==> config.mk <==
export PLATFORM = sky130hd
export DESIGN_NAME = mpec_front
export DESIGN_NICKNAME = d
export VERILOG_FILES = /design/src/mpec_pkg.sv /design/src/mpec_front.sv
export SDC_FILE = /design/constraint.sdc
export NUM_CORES = 1
export LEC_CHECK = 0
export ABC_AREA = 0
export BUFFER_PORTS_ARGS = -buffer_cell sky130_fd_sc_hd__buf_2
export CAP_MARGIN = 20
export CORE_ASPECT_RATIO = 0.7
export CORE_MARGIN = 5
export CORE_UTILIZATION = 55
export CTS_CLUSTER_SIZE = 14
export DETAILED_ROUTE_END_ITERATION = 8
export PLACE_DENSITY = 0.86
export SYNTH_ARGS = -nofsm -noshare
export SYNTH_HDL_FRONTEND = slang
export SYNTH_SLANG_ARGS = --single-unit
==> constraint.sdc <==
create_clock -name aclk -period 6.65 [get_ports aclk]
set_input_delay 1.33 -clock aclk [delete_from_list [all_inputs] [get_ports aclk]]
set_output_delay 1.33 -clock aclk [all_outputs]
set_load 0.01 [all_outputs]
==> src/mpec_pkg.sv <==
`default_nettype none
package mpec_pkg;

    // Sizing limits
    localparam int MAX_WIDTH    = 1024;
    localparam int MAX_POOL     = 16;
    localparam int HEIGHT_LIMIT = 4096;

    localparam int COL_W  = $clog2(MAX_WIDTH);     // column position, window column
    localparam int ROW_W  = $clog2(HEIGHT_LIMIT);  // row position, band row
    localparam int WIN_W  = $clog2(MAX_POOL);      // position inside a window
    localparam int POOL_W = 5;
    localparam int IW_W   = 11;
    localparam int IH_W   = 13;
    localparam int OROW_W = 13;
    localparam int OCOL_W = 11;
    localparam int PX_W   = 32;                    // value, red, green, blue packed
    localparam int IN_TDATA_W  = 32;
    localparam int OUT_TDATA_W = 56;
    localparam int NRES   = 4;

    localparam int QDEPTH = 4;
    localparam int QPTR_W = $clog2(QDEPTH);

    // Configuration register indexes
    localparam int CFG_IDX_W  = 2;
    localparam int CFG_DATA_W = 13;
    localparam logic [CFG_IDX_W-1:0] CFG_POOL_SIZE    = 2'd0;
    localparam logic [CFG_IDX_W-1:0] CFG_IMAGE_WIDTH  = 2'd1;
    localparam logic [CFG_IDX_W-1:0] CFG_IMAGE_HEIGHT = 2'd2;

    localparam logic [POOL_W-1:0] POOL_RST   = 5'd2;
    localparam logic [IW_W-1:0]   WIDTH_RST  = 11'd640;
    localparam logic [IH_W-1:0]   HEIGHT_RST = 13'd480;

    // Result slot order inside one transaction run
    localparam int SLOT_BAND   = 0;
    localparam int SLOT_XCOL   = 1;
    localparam int SLOT_XROW   = 2;
    localparam int SLOT_CORNER = 3;

    typedef struct packed {
        logic band_load;
        logic band_emit;
        logic xc_en;
        logic xc_load;
        logic xc_emit;
        logic xr_en;
        logic xr_load;
        logic xr_emit;
        logic cn_emit;
    } job_flags_t;

    typedef struct packed {
        logic [PX_W-1:0]  px;
        logic [ROW_W-1:0] band_row;
        logic [COL_W-1:0] win_col;
        job_flags_t       flags;
    } job_t;

    typedef struct packed {
        logic [PX_W-1:0]   acc;
        logic [OROW_W-1:0] row;
        logic [OCOL_W-1:0] col;
    } result_t;

    // Keep acc unless loading or the new gray value is strictly larger.
    function automatic logic [PX_W-1:0] merge(input logic [PX_W-1:0] acc,
                                              input logic [PX_W-1:0] px,
                                              input logic            load);
        logic [PX_W-1:0] r;
        r = acc;
        if (load || (px[31:24] > acc[31:24])) begin
            r = px;
        end
        return r;
    endfunction

endpackage
`default_nettype wire

==> src/mpec_front.sv <==
`default_nettype none
module mpec_front (
    input  wire logic                               aclk,
    input  wire logic                               aresetn,
    input  wire logic                               s_tvalid,
    output logic                                    s_tready,
    input  wire logic [mpec_pkg::IN_TDATA_W-1:0]    s_tdata,
    input  wire logic                               cfg_valid,
    output logic                                    cfg_ready,
    input  wire logic [mpec_pkg::CFG_IDX_W-1:0]     cfg_index,
    input  wire logic [mpec_pkg::CFG_DATA_W-1:0]    cfg_data,
    input  wire logic                               q_full,
    output logic                                    push,
    output mpec_pkg::job_t                          job
);

    logic [mpec_pkg::POOL_W-1:0] pool_reg,   pool_next;
    logic [mpec_pkg::IW_W-1:0]   width_reg,  width_next;
    logic [mpec_pkg::IH_W-1:0]   height_reg, height_next;

    logic [mpec_pkg::COL_W-1:0]  col_pos_reg,  col_pos_next;
    logic [mpec_pkg::ROW_W-1:0]  row_pos_reg,  row_pos_next;
    logic [mpec_pkg::WIN_W-1:0]  ciw_reg,      ciw_next;
    logic [mpec_pkg::WIN_W-1:0]  riw_reg,      riw_next;
    logic [mpec_pkg::COL_W-1:0]  win_col_reg,  win_col_next;
    logic [mpec_pkg::ROW_W-1:0]  band_row_reg, band_row_next;

    logic cfg_we, restart;
    logic last_col, last_row, wrap_c, wrap_r, end_c, end_r, quiet;
    logic [mpec_pkg::POOL_W-1:0] pool_in;
    logic [mpec_pkg::IW_W-1:0]   width_in;
    logic [mpec_pkg::IH_W-1:0]   height_in;

    assign cfg_ready = 1'b1;
    assign s_tready  = !q_full;
    assign push      = s_tvalid && !q_full;
    assign cfg_we    = cfg_valid && cfg_ready;

    // clamp incoming register values to their legal ranges
    always_comb begin
        pool_in   = cfg_data[mpec_pkg::POOL_W-1:0];
        width_in  = cfg_data[mpec_pkg::IW_W-1:0];
        height_in = cfg_data[mpec_pkg::IH_W-1:0];
        if (pool_in == '0) begin
            pool_in = mpec_pkg::POOL_W'(1);
        end else if (pool_in > mpec_pkg::POOL_W'(mpec_pkg::MAX_POOL)) begin
            pool_in = mpec_pkg::POOL_W'(mpec_pkg::MAX_POOL);
        end
        if (width_in == '0) begin
            width_in = mpec_pkg::IW_W'(1);
        end else if (width_in > mpec_pkg::IW_W'(mpec_pkg::MAX_WIDTH)) begin
            width_in = mpec_pkg::IW_W'(mpec_pkg::MAX_WIDTH);
        end
        if (height_in == '0) begin
            height_in = mpec_pkg::IH_W'(1);
        end else if (height_in > mpec_pkg::IH_W'(mpec_pkg::HEIGHT_LIMIT)) begin
            height_in = mpec_pkg::IH_W'(mpec_pkg::HEIGHT_LIMIT);
        end
    end

    always_comb begin
        pool_next   = pool_reg;
        width_next  = width_reg;
        height_next = height_reg;
        restart     = 1'b0;
        if (cfg_we) begin
            unique case (cfg_index)
                mpec_pkg::CFG_POOL_SIZE: begin
                    pool_next = pool_in;
                    restart   = 1'b1;
                end
                mpec_pkg::CFG_IMAGE_WIDTH: begin
                    width_next = width_in;
                    restart    = 1'b1;
                end
                mpec_pkg::CFG_IMAGE_HEIGHT: begin
                    height_next = height_in;
                    restart     = 1'b1;
                end
                default: begin
                    restart = 1'b0;
                end
            endcase
        end
    end

    // classification
    assign last_col = ({1'b0, col_pos_reg} + 11'd1) >= width_reg;
    assign last_row = ({1'b0, row_pos_reg} + 13'd1) >= height_reg;
    assign wrap_c   = ({1'b0, ciw_reg} + 5'd1) >= pool_reg;
    assign wrap_r   = ({1'b0, riw_reg} + 5'd1) >= pool_reg;
    assign end_c    = wrap_c || last_col;
    assign end_r    = wrap_r || last_row;
    // output dimension under 3 means size < 2 * pool
    assign quiet    = (width_reg < {5'b0, pool_reg, 1'b0})
                   || (height_reg < {7'b0, pool_reg, 1'b0});

    always_comb begin
        job.px       = {s_tdata[7:0], s_tdata[15:8], s_tdata[23:16], s_tdata[31:24]};
        job.band_row = band_row_reg;
        job.win_col  = win_col_reg;
        job.flags.band_load = (ciw_reg == '0) && (riw_reg == '0);
        job.flags.band_emit = end_c && end_r && !quiet;
        // last column closing a full window: width is a multiple of pool
        job.flags.xc_en     = last_col && wrap_c;
        job.flags.xc_load   = (riw_reg == '0);
        job.flags.xc_emit   = last_col && wrap_c && end_r && !quiet;
        job.flags.xr_en     = last_row && wrap_r;
        job.flags.xr_load   = (ciw_reg == '0);
        job.flags.xr_emit   = last_row && wrap_r && end_c && !quiet;
        job.flags.cn_emit   = last_col && wrap_c && last_row && wrap_r && !quiet;
    end

    always_comb begin
        col_pos_next  = col_pos_reg;
        row_pos_next  = row_pos_reg;
        ciw_next      = ciw_reg;
        riw_next      = riw_reg;
        win_col_next  = win_col_reg;
        band_row_next = band_row_reg;
        if (restart) begin
            col_pos_next  = '0;
            row_pos_next  = '0;
            ciw_next      = '0;
            riw_next      = '0;
            win_col_next  = '0;
            band_row_next = '0;
        end else if (push) begin
            if (last_col) begin
                col_pos_next = '0;
                ciw_next     = '0;
                win_col_next = '0;
                if (last_row) begin
                    row_pos_next  = '0;
                    riw_next      = '0;
                    band_row_next = '0;
                end else begin
                    row_pos_next = row_pos_reg + 1'b1;
                    if (wrap_r) begin
                        riw_next      = '0;
                        band_row_next = band_row_reg + 1'b1;
                    end else begin
                        riw_next = riw_reg + 1'b1;
                    end
                end
            end else begin
                col_pos_next = col_pos_reg + 1'b1;
                if (wrap_c) begin
                    ciw_next     = '0;
                    win_col_next = win_col_reg + 1'b1;
                end else begin
                    ciw_next = ciw_reg + 1'b1;
                end
            end
        end
    end

    always_ff @(posedge aclk) begin
        if (!aresetn) begin
            pool_reg     <= mpec_pkg::POOL_RST;
            width_reg    <= mpec_pkg::WIDTH_RST;
            height_reg   <= mpec_pkg::HEIGHT_RST;
            col_pos_reg  <= '0;
            row_pos_reg  <= '0;
            ciw_reg      <= '0;
            riw_reg      <= '0;
            win_col_reg  <= '0;
            band_row_reg <= '0;
        end else begin
            pool_reg     <= pool_next;
            width_reg    <= width_next;
            height_reg   <= height_next;
            col_pos_reg  <= col_pos_next;
            row_pos_reg  <= row_pos_next;
            ciw_reg      <= ciw_next;
            riw_reg      <= riw_next;
            win_col_reg  <= win_col_next;
            band_row_reg <= band_row_next;
        end
    end

endmodule
`default_nettype wire

-- Word level (Yosys, flattened, before mapping)
Cells that the tools add are included.
- add/subtract/negate cells: 10
- magnitude comparators: 9
- eq/ne operators: 2
- muxes and demuxes: 18
- bitwise gates (word level): 1
- reduce and logical (&&, ||, !) cells: 34
- operators with widths (kind ; number):
    $mux 12 ; 3
    $mux 10 ; 3
    $mux 13 ; 2
    $add 12x1->12 const B ; 2
    $mux 11 ; 2
    $add 10x1->10 const B ; 2
    $mux 4 ; 4
    $add 12x1->13 const B ; 1
    $ge 13x13->1 ; 1
    $gt 13x13->1 const B ; 1
    $logic_and 1x1->1 ; 13
    $logic_not 13->1 ; 1
    $lt 13x6->1 ; 1
    $add 10x1->11 const B ; 1
    $ge 11x11->1 ; 1
    $gt 11x11->1 const B ; 1
    $logic_not 11->1 ; 1
    $lt 11x6->1 ; 1
    $add 4x1->5 const B ; 2
    $ge 5x5->1 ; 2
    $mux 5 ; 2
    $reduce_and 2->1 ; 5
    $add 4x1->4 const B ; 2
    $logic_not 4->1 ; 2
    other kinds (13) ; 18
- register bits: 81
- input port bits: 52
- output and inout bits: 66
- logic and storage cells: 83

-- Longest topological paths before layout
- depth after elaboration: 6
- mapped depth: 15
- depth with buffers taken out: 13

-- Worst setup path after synthesis
Ideal clock, no wire load.
- kind: register to output
- from: reg row_pos_reg[0] in the netlist's numbering
- to: out job[4] in the netlist's numbering
- data arrival time: 2820 ps
- data required time: 5320 ps
- slack: 2500 ps
- stages on the path, launching flop included: 13
- path buffers: 2
- cell sequence: dfxtp_1 -> nand3_1 -> nor2_1 -> and3_1 -> clkbuf_1 -> nand3_1 -> xnor2_1 -> ha_1 -> nand4_1 -> o31ai_1 -> clkbuf_1 -> nor2_1 -> nor3_1
- RTL lines (item ; RTL line ; RTL):
    from (decl) ; mpec_front.sv:22 ; logic [mpec_pkg::ROW_W-1:0] row_pos_reg, row_pos_next;
    from (signal assigned) ; mpec_front.sv:174 ; row_pos_reg <= row_pos_next;
    to (decl) ; mpec_front.sv:14 ; output mpec_pkg::job_t job

==> results_dict.tcl <==
set metrics [dict create \
    gp_congestion 0.8836 \
    p_per_area_nw_per_um2 193.1 \
    htreeDepth 3 \
    grtUsageMet2_pct 35.96 \
    cap_violations 0 \
    yosysTopAreaCell "dfxtp_1" \
    synth_seq_cells 81 \
    period_needed_ns 5.053 \
    initial_utilization_pct 57.00 \
    synthCells 651 \
    finalWirelength_mm 13.05 \
    ys_seq_area_share_pct 30.99 \
    antenna_found_initial 0 \
    synth_cell_types 52 \
    syn_area_um2 5233 \
    leakage_nw 2.395 \
    worstSetupPathType "register to primary output" \
    final_nets 762 \
    synthArstFlopShare_pct 0 \
    finClkSkew_ns 0.006877 \
    die_height_um 91.61 \
    grt_max_degree 43 \
    cts.repair.resized 0 \
    worstPathMaxFanout 22 \
    grt_pass1_vias 4522 \
    overflow 0 \
    post_cts_buffers 0 \
    outcome "complete, no violations" \
    slew_headroom_pct 41.28 \
    grt_usage_pct 22.50 \
    multi_input_area_um2 3112 \
    dp_hpwl_mm 9.519 \
    ios 118 \
    yosysWarnings 0 \
    required_ns 5.32 \
    cp.arrival_ns 3.72 \
    grt_pass1_wl_mm 21.57 \
    largest_reg_flops 13 \
    use_met1_pct 29.52 \
    fp.dieW_um 126.6 \
    fin_cells 788 \
    cts.sinks 81 \
    wl_per_cell_um 16.57 \
    intPower_mw 0.8306 \
    num_vias 4733 \
    path_clk_slew_ns 0.06 \
    critPathSlowestCell "dfxtp_1" \
    synth.top_cells.by_area "dfxtp_1 (31%), ha_1 (12%), a21oi_1 (5.0%)" \
    cts_tree "done" \
    cts_buffers 9 \
    dp_worst_setup_slack_ns 2.076 \
    final_common_cell "dfxtp_1" \
    synth_top_cell_area_share_pct 30.99 \
    antenna_left 0 \
    rows 29 \
    diodes 0 \
    crit_chain "nand2_1 -> nor2_1 -> and3_1 -> nand3_1 -> xnor2_1 -> ha_1 -> a21oi_1 -> nand2_1 -> a221oi_1 -> o31ai_2 -> buf_4 -> nor2_1 -> nor3_1 -> buf_2" \
    layout_setup_ws_ns 1.597 \
    area_delta_synth_final_pct 7.843 \
    hold_buffers 0 \
    drive_above_1_share_pct 12.80 \
    fin_util_pct 61.47 \
    power.switching_mw 0.2588 \
    worst_pin_slew_ns 0.8749 \
    ir_drop_mv 0.1258 \
    max_stage_delay_ns 0.45 \
    synth_edf_count 0 \
    post-route-period-util_pct 75.99 \
    fin_setup_tns_ns 0 \
    syn_nets 754 \
    n_fill_cell 808 \
    drt_first_pass_iters 5 \
    drv_slew 0 \
    final_cell_mix "dfxtp_1 (81), a21oi_1 (52), buf_2 (52)" \
    die-area_um2 11600 \
    rsz0062_at_grt "no" \
    clk_latency_ns 0.35 \
    initialDrtViolationCount 344 \
    regArea_um2 1622 \
    swShare_pct 23.76 \
    power_mw 1.089 \
    min_path_type "register to register" \
    port-buffer-count 52 \
    use_met3_pct 6.041 \
    final-setup-viol-count 0 \
    crit_path_start_kind "register" \
    combPwrFrac_pct 7.3 \
    clock.fmax_mhz 197.9 \
    hold_viol 0 \
    place_inst 771 \
    synthFlopType "dfxtp_1" \
    seq_power_share_pct 45.6 \
    viasPerCell 6.006 \
    root_buffer "clkbuf_16" \
    route.detailed.drc 0 \
    grt-busiest-layer "met2" \
    endpoint_kind "primary output" \
    core-area_um2 9180 \
    pwr-share-clk_pct 47.1 \
    syn_area_per_cell_um2 8.038 \
    cts_buffer_depth 2 \
]
worst paths after layout:
path	cells past startpoint	slack, ns	end	startpoint
max	14	1.60	job[7]	row_pos_reg[2]
min	2	0.48	height_reg[7]	height_reg[7]
max reg2reg	15	2.91	row_pos_reg[2]	row_pos_reg[2]
min reg2reg	2	0.48	height_reg[7]	height_reg[7]
critical path: cells and delay by family (launching register included):
| kind | cells | cell delay [ns] |
|---|---|---|
| and+or+nand+nor | 7 | 1.29 |
| buffers and inverters | 2 | 0.39 |
| DFF | 1 | 0.45 |
| AOI/OAI and AO/OA | 3 | 0.69 |
| xor gates and xnor gates | 1 | 0.22 |
| adders and majority gates | 1 | 0.31 |
per-layer routing:
metal  up-vias  share of wire, %
li1       2260                 -
met4         0               1.8
met2       206                46
met5         -                 0
met3        29               7.3
met1      2238                45
cell usage after synthesis, types with 11 or more instances:
master	count
nand4_1	14
or3_1	11
nor2b_1	26
nand3_1	28
buf_4	33
dfxtp_1	81
xor2_1	19
o21ai_0	34
nand3b_1	14
and3_1	13
nand2_1	47
clkbuf_1	22
a21oi_1	52
nor2_1	44
nor3_1	15
xnor2_1	12
ha_1	51
inv_1	40
a22oi_1	17
area by class of cell:
| cell class | instances | share of cell area (%) |
|---|---|---|
| clock buffers | 11 | 4.479 |
| multi-input cells | 470 | 55.14 |
| repair buffers | 56 | 5.211 |
| well taps | 124 | 2.749 |
| clock inverters | 5 | 0.9534 |
| inverters | 41 | 2.727 |
| flip-flops and latches | 81 | 28.74 |
power groups by stage:
stage          Combinational [mW]  Clock [mW]  Sequential, mW
6_report                   0.0790       0.513           0.497
3_3_place_gp               0.0736           0           0.507
4_1_cts                    0.0782       0.517           0.497
3_5_place_dp               0.0776           0           0.508
5_1_grt                    0.0889       0.532           0.498
2_1_floorplan              0.0739           0           0.505
through the flow:
stage               cell area (um2)  hold WS, ns
CTS                            5632       0.4784
detailed placement             5325       0.4600
finish                         5643       0.4773
global route                   5643       0.5100
floorplan                      5233       0.4408
global placement               5325       0.4580
cell families (layout without fill, tap and decap cells):
kind of cell	count (synthesis)	after routing	synth area share [%]
muxes	4	4	0.7652
adders and majority gates	52	52	12.39
other	1	1	0.07167
buffers and inverters	100	113	9.636
AOI/OAI and AO/OA	140	140	16.31
DFF	81	81	30.99
and+or+nand+nor	242	242	24.65
xor gates and xnor gates	31	31	5.189
Note: power is estimated with default switching activity, not from simulation.
