==> src/mpec_pkg.sv <==
`default_nettype none
package mpec_pkg;

    // Sizing limits
    localparam int MAX_WIDTH    = 1024;
    localparam int MAX_POOL     = 16;
    localparam int HEIGHT_LIMIT = 4096;

    localparam int COL_W  = $clog2(MAX_WIDTH);     // column position, window column
    localparam int ROW_W  = $clog2(HEIGHT_LIMIT);  // row position, band row
    localparam int WIN_W  = $clog2(MAX_POOL);      // position inside a window
    localparam int POOL_W = 5;
    localparam int IW_W   = 11;
    localparam int IH_W   = 13;
    localparam int OROW_W = 13;
    localparam int OCOL_W = 11;
    localparam int PX_W   = 32;                    // value, red, green, blue packed
    localparam int IN_TDATA_W  = 32;
    localparam int OUT_TDATA_W = 56;
    localparam int NRES   = 4;

    localparam int QDEPTH = 4;
    localparam int QPTR_W = $clog2(QDEPTH);

    // Configuration register indexes
    localparam int CFG_IDX_W  = 2;
    localparam int CFG_DATA_W = 13;
    localparam logic [CFG_IDX_W-1:0] CFG_POOL_SIZE    = 2'd0;
    localparam logic [CFG_IDX_W-1:0] CFG_IMAGE_WIDTH  = 2'd1;
    localparam logic [CFG_IDX_W-1:0] CFG_IMAGE_HEIGHT = 2'd2;

    localparam logic [POOL_W-1:0] POOL_RST   = 5'd2;
    localparam logic [IW_W-1:0]   WIDTH_RST  = 11'd640;
    localparam logic [IH_W-1:0]   HEIGHT_RST = 13'd480;

    // Result slot order inside one transaction run
    localparam int SLOT_BAND   = 0;
    localparam int SLOT_XCOL   = 1;
    localparam int SLOT_XROW   = 2;
    localparam int SLOT_CORNER = 3;

    typedef struct packed {
        logic band_load;
        logic band_emit;
        logic xc_en;
        logic xc_load;
        logic xc_emit;
        logic xr_en;
        logic xr_load;
        logic xr_emit;
        logic cn_emit;
    } job_flags_t;

    typedef struct packed {
        logic [PX_W-1:0]  px;
        logic [ROW_W-1:0] band_row;
        logic [COL_W-1:0] win_col;
        job_flags_t       flags;
    } job_t;

    typedef struct packed {
        logic [PX_W-1:0]   acc;
        logic [OROW_W-1:0] row;
        logic [OCOL_W-1:0] col;
    } result_t;

    // Keep acc unless loading or the new gray value is strictly larger.
    function automatic logic [PX_W-1:0] merge(input logic [PX_W-1:0] acc,
                                              input logic [PX_W-1:0] px,
                                              input logic            load);
        logic [PX_W-1:0] r;
        r = acc;
        if (load || (px[31:24] > acc[31:24])) begin
            r = px;
        end
        return r;
    endfunction

endpackage
`default_nettype wire

==> src/mpec_queue.sv <==
`default_nettype none
module mpec_queue (
    input  wire logic           aclk,
    input  wire logic           aresetn,
    input  wire logic           push,
    input  wire mpec_pkg::job_t push_data,
    output logic                full,
    input  wire logic           pop,
    output logic                q_valid,
    output mpec_pkg::job_t      head
);

    mpec_pkg::job_t               entry_reg [mpec_pkg::QDEPTH];
    logic [mpec_pkg::QPTR_W-1:0]  wr_ptr_reg, wr_ptr_next;
    logic [mpec_pkg::QPTR_W-1:0]  rd_ptr_reg, rd_ptr_next;
    logic [mpec_pkg::QPTR_W:0]    count_reg,  count_next;
    logic                         do_push, do_pop;

    assign full    = (count_reg == (mpec_pkg::QPTR_W+1)'(mpec_pkg::QDEPTH));
    assign q_valid = (count_reg != '0);
    assign head    = entry_reg[rd_ptr_reg];
    assign do_push = push && !full;
    assign do_pop  = pop && q_valid;

    always_comb begin
        wr_ptr_next = wr_ptr_reg;
        rd_ptr_next = rd_ptr_reg;
        count_next  = count_reg;
        if (do_push) begin
            wr_ptr_next = wr_ptr_reg + 1'b1;
        end
        if (do_pop) begin
            rd_ptr_next = rd_ptr_reg + 1'b1;
        end
        if (do_push && !do_pop) begin
            count_next = count_reg + 1'b1;
        end else if (do_pop && !do_push) begin
            count_next = count_reg - 1'b1;
        end
    end

    always_ff @(posedge aclk) begin
        if (do_push) begin
            entry_reg[wr_ptr_reg] <= push_data;
        end
    end

    always_ff @(posedge aclk) begin
        if (!aresetn) begin
            wr_ptr_reg <= '0;
            rd_ptr_reg <= '0;
            count_reg  <= '0;
        end else begin
            wr_ptr_reg <= wr_ptr_next;
            rd_ptr_reg <= rd_ptr_next;
            count_reg  <= count_next;
        end
    end

endmodule
`default_nettype wire

==> config.mk <==
export PLATFORM = sky130hd
export DESIGN_NAME = mpec_queue
export DESIGN_NICKNAME = d
export VERILOG_FILES = /design/src/mpec_pkg.sv /design/src/mpec_queue.sv
export SDC_FILE = /design/constraint.sdc
export NUM_CORES = 1
export LEC_CHECK = 0
export CAP_MARGIN = 10
export CORE_MARGIN = 3
export CORE_UTILIZATION = 50
export DETAILED_ROUTE_END_ITERATION = 10
export DONT_BUFFER_PORTS = 1
export PLACE_DENSITY = 0.64
export SETUP_SLACK_MARGIN = 0.02
export SLEW_MARGIN = 5
export SYNTH_ARGS = -nofsm -noshare
export SYNTH_HDL_FRONTEND = slang
export SYNTH_SLANG_ARGS = --single-unit
export TNS_END_PERCENT = 1
==> constraint.sdc <==
create_clock -name aclk -period 4.2 [get_ports aclk]
set_input_delay 0 -clock aclk [delete_from_list [all_inputs] [get_ports aclk]]
set_output_delay 0 -clock aclk [all_outputs]
set_load 0.01 [all_outputs]
Word level (Yosys, flattened, before mapping)
Memory sizes are Yosys's and may differ from the RTL's. A register that Yosys moved wholly into a read port is not among the register bits.
Cells that the tools add are included.
{"block": "totals", "regBits": 7, "ram_bits": 252, "word_cells": 24, "memories": 1}
{"block": "classes", "addsub": 4, "eq_ne": 1, "n_mux": 6, "reduce_logical": 9}
{"name": "entry_reg", "words": 4, "width": 63, "rd": 1, "rd_ports_with_merged_regs": 1, "write_ports": 1, "line_no": "mpec_queue.sv:13", "rtl": "mpec_pkg::job_t entry_reg [mpec_pkg::QDEPTH];"}
{"cell": "two-way mux 3 bit", "count": 2}
{"cell": "adder 2 x 1 -> 2 bit (second input constant)", "count": 2}
{"cell": "logical AND 1 bit", "count": 4}
{"cell": "two-way mux 2 bit", "count": 2}
{"cell": "adder 3 x 1 -> 3 bit (second input constant)", "count": 1}
{"cell": "equality test 3 bit (second input constant)", "count": 1}
{"cell": "logical NOT 1 bit", "count": 3}
{"cell": "nonzero test 3 bit", "count": 1}
{"cell": "subtractor 3 x 1 -> 3 bit (second input constant)", "count": 1}
{"cell": "two-way mux 1 bit", "count": 2}
{"cell": "nonzero test 2 bit", "count": 1}

Longest topological paths before layout
Gate-level depths: netlist of the first run.
{"block": "depth", "word_depth": 7, "depth_mapped": 9}

Worst setup path before layout of the first run
Ideal clock, no wire load.
{"block": "synth_timing", "path_kind": "register to register", "start": "register count_reg[0] in the netlist's numbering", "end": "memory entry_reg[0][0] in the netlist's numbering, enable pin", "setup_ps": 428, "t_arrival_ps": 2321, "t_required_ps": 3772, "slack_ps": 1451, "path_stages_with_launch": 5, "cell_sequence": "dfxtp_1 nor3b_2 nor2b_1 buf_2 and2_1"}
{"block": "synth_via", "elab_chain_len": 5}
{"element": "from (decl)", "line_no": "mpec_queue.sv:16", "rtl": "logic [mpec_pkg::QPTR_W:0] count_reg, count_next;"}
{"element": "from (signal assigned)", "line_no": "mpec_queue.sv:56", "rtl": "count_reg <= count_next;"}
{"element": "equality test 3 bit", "line_no": "mpec_queue.sv:19", "rtl": "assign full = (count_reg == (mpec_pkg::QPTR_W+1)'(mpec_pkg::QDEPTH));"}
{"element": "via full", "line_no": "mpec_queue.sv:7", "rtl": "output logic full,"}
{"element": "logical NOT 1 bit", "line_no": "mpec_queue.sv:22", "rtl": "assign do_push = push && !full;"}
{"element": "logical AND 1 bit", "line_no": "mpec_queue.sv:22"}
{"element": "via do_push", "line_no": "mpec_queue.sv:17", "rtl": "logic do_push, do_pop;"}
{"element": "two-way mux 1 bit", "line_no": "mpec_queue.sv:43", "rtl": "if (do_push) begin"}
{"element": "two-way mux 1 bit (implied by the code)", "line_no": "mpec_queue.sv:44", "rtl": "entry_reg[wr_ptr_reg] <= push_data;"}
{"element": "to (decl)", "line_no": "mpec_queue.sv:13"}
The timed path passes the listed nets, and every way through them passes these cells.

Worst setup path in the final report of the first run
{"block": "layout_timing", "start": "register count_reg[0] in the netlist's numbering", "end": "register count_reg[2] in the netlist's numbering"}
{"block": "layout_via", "elab_chain_len": 6}
{"element": "equality test 3 bit *", "line_no": "mpec_queue.sv:19"}
{"element": "via full", "line_no": "mpec_queue.sv:7"}
{"element": "logical NOT 1 bit *", "line_no": "mpec_queue.sv:22"}
{"element": "logical AND 1 bit *", "line_no": "mpec_queue.sv:22"}
{"element": "logical NOT 1 bit", "line_no": "mpec_queue.sv:37", "rtl": "end else if (do_pop && !do_push) begin"}
{"element": "logical AND 1 bit", "line_no": "mpec_queue.sv:37"}
{"element": "nonzero test 2 bit (no line)"}
The timed path passes the listed nets; every way through them passes the cells marked *. The select of a mux whose other input is x is not followed.
A chain may end at the register's enable or synchronous reset.

==> metrics.sh, run 1 <==
INITIAL_UTIL_PCT=51.2
GRT_PASS1_WL_MM=24.3
GP_CONGESTION=0.685
WORSTPATHARRIVAL_NS=2.98
DESIGN.CORE.AREA_MM2=0.0188
CLOCK_SKEW_NS=0.00892
TIMING.FINAL.CRIT_SHARE_PCT=60.8
WORST_PIN_SLEW_NS=0.991
PIN_COUNT=132
DIE_AREA_MM2=0.0210
FIN_UTIL_PCT=60.2
NUMBER_OF_FLOPS_MAPPED_TO_ENABLE_CELLS_BY_YOSYS=252
ACHIEVABLE-FREQUENCY_MHz=392
CLK_PIN_SLEW_WORST_PATHS_NS=0.06
DETAILED_ROUTING_WIRELENGTH_ON_MET1_MM=6.16
CLKLATENCYLATEPIN_NS=0.51
LAYOUT-AREA-OVERHEAD-VS-SYNTH_PCT=17.7
CTS_SETUP_BUFFERS=0
GRT_REMAINING_OVERFLOW=0
TOP_LAYER_USED='met4'
FINALWORSTPATHREQUIREDPERIOD_NS=2.55
P_PER_AREA_mW_PER_MM2=605
PLACEMENT.IO_BUFFERS=0
LAYOUTNONFILLERINSTCOUNT=736
FINAL_NET_COUNT=530
SYNTHESIS.INSTANCES=377
SYNTH.MOST_COMMON_CELL='edfxtp_1'
SYNTHESIS.NETS=450
CRITICAL_PATH.ENDPOINT_TYPE='register'
DPL.CELL_COUNT=623
FIN_SETUP_TNS_NS=0
R2R_SETUP_SLACK_NS=1.65
WORSTPATHMAXFANOUT=7
DRCVIOLATIONCOUNT=0
CTS_HOLD_BUF=66
ASYNC_RESET_FF_SHARE_PCT=0
TOTAL_PLACED_INSTANCE_AREA_MM2=0.00982
WORSTREG2REGEND='count_reg[2]'
REG_TO_REG_CRITICAL_PATH_STARTPOINT='count_reg[0]'
CRITICAL_PATH.STARTPOINT='count_reg[0]'
ANTENNA_VIOLATING_NETS_POST_ROUTE=0
ANTENNA_FOUND_INITIAL=0
DR.FIRST_ITER.DRC_COUNT=232
POST_SYNTH_MAIN_AREA_CONTRIBUTORS='edfxtp_1, mux4_2, dfxtp_1'
CTS.SINK_COUNT=261
HALF_PERIMETER_WIRE_LENGTH_OF_THE_DETAILED_PLACEMENT_RESULT_MM=8.58
MAX_CAP_VIOLATIONS=0
SYNTH-SEQ-CELLS=261
SYNTH_AREA_LEADER_CELL='edfxtp_1'
CRIT_PATH_CELL_TRACE='nor3b_2 -> nor2b_1 -> ha_1 -> inv_1 -> fa_1 -> xor2_1 -> or3_1 -> a21boi_0'
CTS_BUF_COUNT=26
NUM_VIAS=3987
SHARE_OF_POST_ROUTE_CELLS_WITH_DRIVE_STRENGTH_ABOVE_1_PCT=22.1
ROW_COUNT=50
POST_DRT_VIA_CELL_RATIO=5.42
LEAKAGE_uW=0.00356
DRTPASS1ITERATIONS=4
STATUS='complete, no violations'
REPORT.FINAL.SETUP_VIOL=0
NETLIST.AREA_LEADER.SHARE_PCT=78.5
MIN_FROM='push_data[30]'
POSTSYNTHAREAPERCELL_UM2=25.6
SETUP.WORST_PATH.START_CLASS='register'
TIMING_WORST_SETUP_PATH_TYPE='register to register'
TRACK_USAGE_PCT=15.3
SEQUENTIAL_ELEMENT_SHARE_OF_THE_SYNTHESIZED_AREA_PCT=80.4
YS_WARN_COUNT=0
POST-PLACE-WS_NS=1.65
TIMING.SLEW.HEADROOM_PCT=34.0
CTSLONGESTPATHBUFFERS=3
TIMING.FINAL.MAX_SLEW_VIOLATIONS=0
FINAL.SETUP.WORST_SLACK_NS=1.65
CTS.ROOT.BUFFER_CELL='clkbuf_16'
REGAREA_MM2=0.00775
SYNTH_TOP_CELLS_BY_COUNT='edfxtp_1, mux4_2, dfxtp_1, and2_1, buf_2'
SYNTH_FF_TYPE='edfxtp_1'
PIN_COUNT_OF_THE_BIGGEST_NET_ENTERING_GLOBAL_ROUTING=64
MULTI_INPUT_COMB_AREA_MM2=0.00171
MIN_PATH_TYPE='input port to register'
FINALHOLDVIOLATIONS=0
FIRST_GLOBAL_VIAS=4314
DIE_H_UM=145
CTS_TREE='yes'
REQUIRED_NS=4.63
MET2_WIRE_LEN_MM=8.24
IR_DROP_uV=485
MAX_FFS_PER_REGISTER=252
HOLDPATHSTAGES=1
POST_SYNTHESIS_INSTANCE_AREA_MM2=0.00964
ANTENNA_CELLS=0
WORSTREGTOREGCELLS=8
LAYOUT.CELL_AREA.NON_FILLER_MM2=0.0113
CTS-RESIZED-GATES=0
DRT-WIRELENGTH-PER-CELL_UM=21.5
CRITICAL-PATH-SLOWEST-CELL='dfxtp_1'
DIEWIDTH_UM=145
YOSYS.CELL_TYPES.COUNT=23
FILLERINSTANCES=1317
CPPEAKSTAGEDELAY_NS=0.48
HTREE_NUM_LEVELS=1
MIN_TO='entry_reg[2][30]'
RSZ_0062_RAISED_AFTER_GLOBAL_ROUTING='false'
MET3_LENGTH_MM=1.14
FINAL_WIRELENGTH_MM=15.8
## critical path, delay by kind of cell (launching register included)
kind,cells,cell delay [ns]
flops,1,0.48
simple gates,3,0.92
xor+xnor,1,0.18
buf+inv,1,0.07
fa+ha+maj,2,0.68
compound gates,1,0.16
## layout make-up
class | count | share of cell area [%]
flip-flops and latches | 261 | 68.4
multi-input cells | 97 | 15.1
clock buffers | 30 | 6.06
repair buffers | 68 | 5.96
well taps | 260 | 2.87
clock inverters | 17 | 1.53
inverters | 3 | 0.0993
## cells in the final DEF, fill, tap and decap left out
| master | Yosys | layout |
|---|---|---|
| mux4_2 | 63 | 63 |
| bufinv_16 | 0 | 4 |
| clkbuf_16 | 0 | 27 |
| mux2i_1 | 3 | 3 |
| dlygate4sd3_1 | 0 | 66 |
| nand2_1 | 4 | 4 |
| buf_4 | 0 | 2 |
| edfxtp_1 | 252 | 252 |
| o311ai_1 | 1 | 1 |
| clkinv_1 | 0 | 12 |
| xnor2_1 | 3 | 3 |
| fa_1 | 1 | 1 |
| xor2_1 | 1 | 1 |
| dfxtp_4 | 0 | 2 |
| o31ai_2 | 1 | 1 |
| or3_1 | 2 | 2 |
| inv_1 | 3 | 3 |
| ha_1 | 5 | 5 |
| and2_1 | 8 | 4 |
| clkbuf_1 | 1 | 3 |
| a21boi_0 | 1 | 1 |
| nor2b_1 | 2 | 2 |
| o21ai_0 | 1 | 1 |
| dfxtp_1 | 9 | 7 |
| clkinv_4 | 0 | 1 |
| nor3b_2 | 1 | 1 |
| and2_4 | 0 | 4 |
## cells by family (layout without fill, tap and decap cells)
family / Yosys count / after routing / synth area share, %
buffers and inverters: 19 / 118 / 1.93
muxes: 66 / 66 / 15.0
and+or+nand+nor: 17 / 17 / 1.06
xor gates and xnor gates: 4 / 4 / 0.364
adders and majority gates: 6 / 6 / 0.857
DFF: 261 / 261 / 80.4
AOI/OAI and AO/OA: 4 / 4 / 0.351
## worst max path at each step
| stage | to | slack, ns | cells past startpoint |
|---|---|---|---|
| final | count_reg[2] | 1.65 | 8 |
| after detailed placement | count_reg[2] | 1.65 | 8 |
| after global routing | count_reg[2] | 1.46 | 8 |
| after global placement | count_reg[2] | 1.84 | 8 |
| after CTS | count_reg[2] | 1.63 | 8 |
| after floorplan | entry_reg[0][0] | 1.45 | 4 |
## metrics by stage
step | hold slack (ns) | total power (µW)
3_5_place_dp | 0.0990 | 4620
5_1_grt | 0.185 | 7150
4_1_cts | 0.177 | 6970
6_report | 0.195 | 6860
2_1_floorplan | 0.0989 | 4440
3_3_place_gp | 0.0990 | 4600
## where the power goes
| group | total, µW | leakage [µW] | switching, µW | internal [µW] |
|---|---|---|---|---|
| Sequential | 3340 | 0.00238 | 166 | 3170 |
| Combinational | 1250 | 0.000758 | 662 | 583 |
| Clock | 2280 | 0.000416 | 875 | 1400 |
| Total | 6860 | 0.00356 | 1700 | 5160 |
## routing by layer
| metal | global-route usage (%) | vias to the layer above |
|---|---|---|
| met5 | 0 | - |
| met4 | 4.27 | 0 |
| met3 | 4.30 | 25 |
| met2 | 26.3 | 103 |
| met1 | 19.2 | 2098 |
| li1 | - | 1761 |
No activity file was read; power rests on OpenSTA's default activity.
==> inputs of run 2 (changes only) <==
- PLACE_DENSITY: 0.64 -> 0.67
- clock period: 4.2 -> 2.2 ns (I/O delays scaled with it)
==> run 2 against run 1 <==
Critical path depth stayed put. Wire length increased by 6.9%. Sequential power increased by 88%. Critical path type unchanged. Largest cell class unchanged. Highest routed layer unchanged.
==> metrics.sh, run 2 (synthesis results as in run 1) <==
TRACK_USAGE_PCT=16.3
CLOCK_SKEW_NS=0.00927
REQUIRED_NS=2.63
LEAKAGE_uW=0.00368
MAX_FFS_PER_REGISTER=252
CRITICAL-PATH-SLOWEST-CELL='fa_1'
TIMING.FINAL.MAX_SLEW_VIOLATIONS=0
CLKLATENCYLATEPIN_NS=0.51
SETUP.WORST_PATH.START_CLASS='register'
GRT_PASS1_WL_MM=25.7
HTREE_NUM_LEVELS=1
TOTAL_POWER_uW=13000
FINALWORSTPATHREQUIREDPERIOD_NS=2.07
FINAL_NET_COUNT=548
TOTAL_PLACED_INSTANCE_AREA_MM2=0.0101
P_PER_AREA_mW_PER_MM2=1130
DR.FIRST_ITER.DRC_COUNT=196
POWER.COMBINATIONAL.FRACTION_PCT=20.6
HALF_PERIMETER_WIRE_LENGTH_OF_THE_DETAILED_PLACEMENT_RESULT_MM=10.6
CRITICAL_PATH.ENDPOINT_TYPE='register'
TIMING.FINAL.CRIT_SHARE_PCT=93.9
MIN_PATH_TYPE='input port to register'
WORSTPATHARRIVAL_NS=2.50
FINALHOLDVIOLATIONS=0
FINAL_WIRELENGTH_MM=16.9
MULTI_INPUT_COMB_AREA_MM2=0.00173
REPORT.FINAL.SETUP_VIOL=0
DRT-WIRELENGTH-PER-CELL_UM=22.4
TIMING.CRITICAL_PATH.MAX_DELAY_FAMILY='simple AND/OR/NAND/NOR gates'
WORST_PIN_SLEW_NS=0.373
CTS_BUF_COUNT=26
DIE_AREA_MM2=0.0210
CLK_PIN_SLEW_WORST_PATHS_NS=0.06
REGAREA_MM2=0.00776
DESIGN.CORE.AREA_MM2=0.0188
PIN_COUNT=132
DIE_H_UM=145
CTS.ROOT.BUFFER_CELL='clkbuf_16'
POST-PLACE-WS_NS=-0.0291
POWER.SHARE.CLOCK_PCT=31.1
GRT_REMAINING_OVERFLOW=0
CTS.SINK_COUNT=261
GP_CONGESTION=0.697
PLACEMENT.IO_BUFFERS=0
DRTPASS1ITERATIONS=4
ANTENNA_VIOLATING_NETS_POST_ROUTE=0
CTSLONGESTPATHBUFFERS=3
CP.BUFFERS_INVERTERS=1
FILLERINSTANCES=1316
ROW_COUNT=50
ANTENNA_FOUND_INITIAL=1
ACHIEVABLE-FREQUENCY_MHz=484
DIEWIDTH_UM=145
CTS_TREE='yes'
CRIT_PATH_CELL_TRACE='nor3b_2 -> nor2b_2 -> ha_2 -> inv_1 -> fa_1 -> xor2_1 -> or3_1 -> a21boi_1'
PIN_COUNT_OF_THE_BIGGEST_NET_ENTERING_GLOBAL_ROUTING=37
RSZ_0062_RAISED_AFTER_GLOBAL_ROUTING='false'
WHS_NS=0.0141
LAYOUT.CELLS.MOST_COMMON='edfxtp_1'
TOTAL_SWITCHING_POWER_uW=3320
WORSTPATHMAXFANOUT=6
FIRST_GLOBAL_VIAS=4376
LAYOUT.CELL_AREA.NON_FILLER_MM2=0.0116
LAYOUT-AREA-OVERHEAD-VS-SYNTH_PCT=20.3
TIMING_WORST_SETUP_PATH_TYPE='register to register'
SHARE_OF_POST_ROUTE_CELLS_WITH_DRIVE_STRENGTH_ABOVE_1_PCT=26.5
SWITCHING_SHARE_PCT=25.5
SEQ_POWER_SHARE_PCT=48.2
INTERNAL_POWER_uW=9730
CPPEAKSTAGEDELAY_NS=0.38
STATUS='complete, no violations'
COMMONEST_NON_FILL_NON_TAP_CELLS_IN_THE_LAYOUT='edfxtp_1, dlygate4sd3_1, mux4_2'
INITIAL_UTIL_PCT=51.2
TIMING.SLEW.HEADROOM_PCT=75.1
MAX_CAP_VIOLATIONS=0
NUM_VIAS=4171
FINAL.SETUP.WORST_SLACK_NS=0.134
POST_DRT_VIA_CELL_RATIO=5.52
IR_DROP_uV=759
DRCVIOLATIONCOUNT=0
## run 2: changes by cell type in the layout (fill, tap and decap cells not counted), moves of 3 or more
cell	previous run	this run
clkinv_2	0	6
clkbuf_1	3	8
buf_12	0	13
dfxtp_1	7	4
buf_4	2	7
dfxtp_2	0	3
clkinv_1	12	4
bufinv_16	4	1
## run 2: path summary, 6_finish.rpt
path,from,end,slack (ns),depth (start not counted)
setup / recovery,count_reg[2],count_reg[2],0.13,8
hold reg to reg,wr_ptr_reg[1],wr_ptr_reg[1],0.52,2
hold / removal,push,wr_ptr_reg[1],0.01,4
setup reg to reg,count_reg[2],count_reg[2],0.13,8
## run 2: repair_timing
action / 4_1_cts / 5_1_grt
gates resized for setup: 3 / 4
endpoints found under the hold margin: 261 / 0
cloned: 0 / 0
hold buffers: 66 / 0
setup buffers: 1 / 0
setup endpoints to repair: 1 / 1
## run 2: power groups by stage
stage,Sequential [µW],Clock [µW],Combinational (µW)
floorplan,6260,0,2210
global placement,6370,0,2560
detailed placement,6400,0,2590
CTS,6310,4180,2770
global route,6350,4370,2900
finish,6290,4060,2690
## run 2: tightest hold or removal path, cell delays in order
cell     delay, ns
nor2b_2       0.15
buf_4         0.12
buf_4         0.13
mux2i_1       0.07
## run 2: stage by stage
stage / instances / utilization, % / TNS [ns]
global placement: 640 / 53.7 / 0
CTS: 754 / 61.5 / 0
floorplan: 377 / - / -103.69
finish: 755 / 61.6 / 0
detailed placement: 640 / 53.7 / -0.0291
global route: 755 / 61.6 / 0
## run 2: routing by layer
layer	wire [µm]	global-route usage, %	share of wire [%]	up-vias
li1	-	-	-	1802
met1	6620	21.4	39	2192
met5	0	0	0	-
met4	374	4.57	2.2	0
met2	8570	27.2	51	149
met3	1370	4.34	8.1	28
## run 2: area by class of cell
class	count	area share (%)
Antenna cell	1	0.0216
Clock buffer	36	6.21
Clock inverter	11	0.648
Inverter	3	0.0971
Multi-Input combinational cell	97	14.9
Sequential cell	261	66.9
Tap cell	260	2.81
Timing Repair Buffer	86	8.40
